$ cat src/rtl/hla_pkg.sv
// Shared types and constants for the free-list heap allocator.
// Header entry layout, shared arithmetic unit controls, heap geometry, codes.
// No dependencies.
package hla_pkg;

  localparam int unsigned ADDR_W       = 16;
  localparam int unsigned LINK_W       = 17;
  localparam int unsigned CNT_W        = 17;
  localparam int unsigned ALU_W        = 18;

  localparam int unsigned HEAP_BYTES    = 65536;
  localparam int unsigned HEADER_BYTES  = 16;
  localparam int unsigned INITIAL_BYTES = 4096;

  localparam logic [LINK_W-1:0] NIL_LINK = {1'b1, {ADDR_W{1'b0}}};
  localparam logic [CNT_W-1:0]  CNT_MAX  = {CNT_W{1'b1}};

  // opcodes
  localparam logic [1:0] OP_INIT  = 2'd0;
  localparam logic [1:0] OP_ALLOC = 2'd1;
  localparam logic [1:0] OP_FREE  = 2'd2;
  localparam logic [1:0] OP_NONE  = 2'd3;

  // result status codes
  localparam logic [2:0] ST_DONE    = 3'd0;
  localparam logic [2:0] ST_ZERO    = 3'd1;
  localparam logic [2:0] ST_EXHAUST = 3'd2;
  localparam logic [2:0] ST_NULL    = 3'd3;
  localparam logic [2:0] ST_DFREE   = 3'd4;

  // one header: payload size and next link (bit 16 = null)
  typedef struct packed {
    logic [ADDR_W-1:0] size;
    logic [LINK_W-1:0] link;
  } hdr_t;

  // shared add/subtract unit: res = a +/- b +/- header
  typedef struct packed {
    logic sub;
    logic hdr;
  } alu_ctl_t;

  typedef struct packed {
    logic lt;
    logic eq;
    logic gt;
  } alu_flags_t;

endpackage

$ cat src/rtl/hla_alu.sv
// Shared address/size arithmetic unit of the allocator sequencer.
// Adds or subtracts two operands and an optional header size, compares to c.
// Depends on hla_pkg.
module hla_alu (
  input  hla_pkg::alu_ctl_t          ctl_i,
  input  logic [hla_pkg::CNT_W-1:0]  a_i,
  input  logic [hla_pkg::CNT_W-1:0]  b_i,
  input  logic [hla_pkg::CNT_W-1:0]  c_i,
  output logic [hla_pkg::ALU_W-1:0]  res_o,
  output hla_pkg::alu_flags_t        flags_o
);
  import hla_pkg::*;

  localparam logic [ALU_W-1:0] HDR = ALU_W'(HEADER_BYTES);

  logic [ALU_W-1:0] a_x, b_x, h_x, c_x;

  always_comb begin
    a_x = {1'b0, a_i};
    b_x = {1'b0, b_i};
    c_x = {1'b0, c_i};
    h_x = ctl_i.hdr ? HDR : '0;
    if (ctl_i.sub) begin
      res_o = a_x - b_x - h_x;
    end else begin
      res_o = a_x + b_x + h_x;
    end
    flags_o.lt = res_o < c_x;
    flags_o.eq = res_o == c_x;
    flags_o.gt = res_o > c_x;
  end

endmodule

$ cat config.mk
export PLATFORM = sky130hd
export DESIGN_NAME = hla_alu
export DESIGN_NICKNAME = d
export VERILOG_FILES = /design/src/rtl/hla_pkg.sv /design/src/rtl/hla_alu.sv
export SDC_FILE = /design/constraint.sdc
export NUM_CORES = 1
export LEC_CHECK = 0
export BUFFER_PORTS_ARGS = -buffer_cell sky130_fd_sc_hd__buf_2
export CAP_MARGIN = 20
export CORE_MARGIN = 1.5
export CORE_UTILIZATION = 50
export DETAILED_ROUTE_END_ITERATION = 16
export PLACE_DENSITY = 0.87
export REMOVE_ABC_BUFFERS = 1
export SYNTH_ARGS = -nofsm -noshare
export SYNTH_HDL_FRONTEND = slang
export SYNTH_SLANG_ARGS = --single-unit
$ cat constraint.sdc
create_clock -name vclk -period 4.9
set_input_delay 0.735 -clock vclk [all_inputs]
set_output_delay 0.735 -clock vclk [all_outputs]
set_load 0.02 [all_outputs]
==> results.txt <==
status -> complete, but fails checks
failing checks -> negative setup slack
fin crit share -> 1.11
GRT Util Overall -> 0.309
Final WS setup -> -0.549 ns
RSZ-0062 raised after global routing -> yes
internal power -> 493 µW
Slew @ Worst Pin -> 0.600 ns
clkbuf count -> 0
core area -> 0.00547 mm²
flip-flop and latch count -> 0
Netlist cell types -> 46
CP startpoint kind -> input port
Overflow after GRT -> 0
Hold Path Depth -> 4
Horiz. Die Dim -> 78.1 µm
share of cells above drive strength 1 -> 0.461
ANT cells -> 0
die area -> 0.00610 mm²
Psw -> 544 µW
utilization after layout -> 0.831
RD Place Congestion -> 1.01
Tmin final -> 5.45 ns
Final setup violation count -> 3
power per cell area -> 228 mW/mm²
# IOs -> 74
Via density -> 6.14
Synth Area per Inst -> 7.27 µm²
die height -> 78.1 µm
crit-path max FO -> 2
initial antenna violation count -> 0
power share of the clock group -> 0
sequential group share of total power -> 0
CP endpoint kind -> primary output
Final Non-Filler Cells -> 627
final instance area -> 0.00455 mm²
Sw Ratio -> 0.525
Post-DRT Antenna Nets -> 0
Mapped Cells -> 388
P_leak -> 2.42 nW
Syn-to-layout area delta -> 61.2%
# DRC -> 0
HPWL after DPL -> 6.81 mm
Reg area -> 0 µm²
Seq/Total Area, Yosys -> 0
Netlist Area Pre-Place -> 0.00282 mm²
vias in the first global route -> 3677
Fmax -> 0.184 GHz
DRT Wirelength -> 11.6 mm
fin. max-slew vios -> 0
WS Path Type -> input port to primary output
vias -> 3847
row cnt -> 27
Port Buf Inserts -> 74
logic gate share of total power -> 1.000
Hold Startpoint -> b_i[0]
fill count -> 294
Synth warnings -> 0
worst hold margin -> 2.03 ns
Hold Path Class -> input port to primary output
max-cap violations -> 0
Req. time, crit path -> 4.16 ns
Cell Area, Placed -> 0.00387 mm²
worst vdd ir -> 0.124 mV
Placed Cells incl. Taps -> 610
Max-slew headroom -> 0.596
Hold Vio Cnt, Final -> 0
Final #Nets -> 695
largest net degree at the start of global routing -> 25
critical path arrival -> 4.71 ns
WL/cell -> 18.4 µm
hold endpoint -> res_o[0]
1st-pass router iterations -> 9
starting DRC count in detailed routing -> 409
Initial Util -> 0.515
first-pass GRT wire length -> 15.7 mm
-- kinds of logic (layout without fill, tap and decap cells) --
group / after synthesis / count (layout) / synth area share
compound gates: 105 / 105 / 0.245
xor+xnor: 26 / 26 / 0.0807
fa+ha+maj: 85 / 85 / 0.388
buf+inv: 82 / 249 / 0.110
mux: 8 / 8 / 0.0319
simple gates: 82 / 82 / 0.145
-- worst max-delay path, stage by stage --
cell,delay (ns)
buf_8,0.08
inv_4,0.03
fa_1,0.54
inv_2,0.07
ha_4,0.29
o21ai_4,0.06
nor4_4,0.27
nor4b_2,0.11
o31ai_2,0.32
a21oi_2,0.10
xor2_1,0.20
mux2i_1,0.15
ha_1,0.36
and3_4,0.19
nand3_2,0.06
or2_4,0.23
or3_1,0.32
o21ai_1,0.07
or3b_4,0.38
buf_6,0.14
-- layout by cell type (no fill, tap or decap), types with 5 or more instances in the layout --
| cell type | count |
|---|---|
| buf_2 | 65 |
| o21ai_0 | 8 |
| xor2_1 | 10 |
| buf_6 | 7 |
| inv_1 | 64 |
| o21ai_2 | 5 |
| inv_2 | 11 |
| ha_1 | 57 |
| nand3_1 | 7 |
| xnor2_1 | 16 |
| nand4_1 | 6 |
| ha_4 | 20 |
| nor2_1 | 17 |
| a21oi_2 | 7 |
| nand2_1 | 19 |
| a21oi_1 | 25 |
| nand2b_1 | 6 |
| a21o_1 | 22 |
| buf_4 | 100 |
-- through the flow --
stage / TNS [ns] / setup slack, ns / total power [mW]
after global placement: -1.47 / -0.632 / 0.756
final: -1.41 / -0.549 / 1.04
after CTS: -0.538 / -0.260 / 0.889
after global routing: -1.56 / -0.604 / 1.09
after floorplan: -1.69 / -0.587 / 0.471
after detailed placement: -1.65 / -0.720 / 0.783
-- Yosys cell counts, drive strengths merged (2+ instances only) --
cell type	count	share of area
nand3	8	0.014
xnor2	16	0.050
nor2b	3	0.0067
o31ai	4	0.011
a31oi	6	0.013
or2	3	0.0067
nor3	6	0.011
o21ai	19	0.035
mux2	5	0.021
clkbuf	4	0.0053
inv	76	0.10
nor4	4	0.0089
and3	4	0.0089
nand2	19	0.025
or3	3	0.0067
fa	4	0.028
nand4	6	0.013
a211oi	4	0.014
a21oi	33	0.063
o21bai	4	0.011
a2111oi	2	0.0062
a21o	22	0.059
nor2	18	0.024
ha	81	0.36
buf	2	0.0035
nand2b	6	0.013
xor2	10	0.031
mux2i	3	0.011
-- final cells by class --
cell class / count / area (µm²) / area share
Inverter: 76 / 288 / 0.0633
Multi-Input combinational cell: 306 / 3000 / 0.660
Tap cell: 72 / 90.1 / 0.0198
Timing Repair Buffer: 173 / 1170 / 0.257
-- metal layers --
metal,track usage,vias up,routed length [µm]
met5,0,-,0
met4,0.148,0,750
met3,0.0244,90,935
met2,0.589,285,5540
met1,0.342,1788,4320
li1,-,1684,-
-- power by group through the flow --
| stage | combinational, mW | clock, mW | sequential [mW] |
|---|---|---|---|
| 6_report | 1.04 | 0 | 0 |
| 5_1_grt | 1.09 | 0 | 0 |
| 4_1_cts | 0.889 | 0 | 0 |
| 3_5_place_dp | 0.783 | 0 | 0 |
| 3_3_place_gp | 0.756 | 0 | 0 |
| 2_1_floorplan | 0.471 | 0 | 0 |
-- worst max path at each step --
stage / cells past startpoint / start / endpoint / slack [ns]
global placement: 20 / a_i[4] / flags_o[0] / -0.63
finish: 20 / ctl_i[0] / flags_o[0] / -0.55
global route: 20 / a_i[3] / flags_o[0] / -0.60
detailed placement: 20 / a_i[4] / flags_o[0] / -0.72
floorplan: 18 / a_i[4] / flags_o[2] / -0.59
CTS: 20 / ctl_i[0] / flags_o[0] / -0.26
-- repair_timing --
action                                  in CTS  in global routing
endpoints found under the setup margin       3                  3
pin swaps                                   27                 26
resized for setup                           73                 34
buffers inserted                            12                  5
endpoints found under the hold margin        0                  0
hold buffers                                 0                  0
No activity file was read; power rests on OpenSTA's default activity.
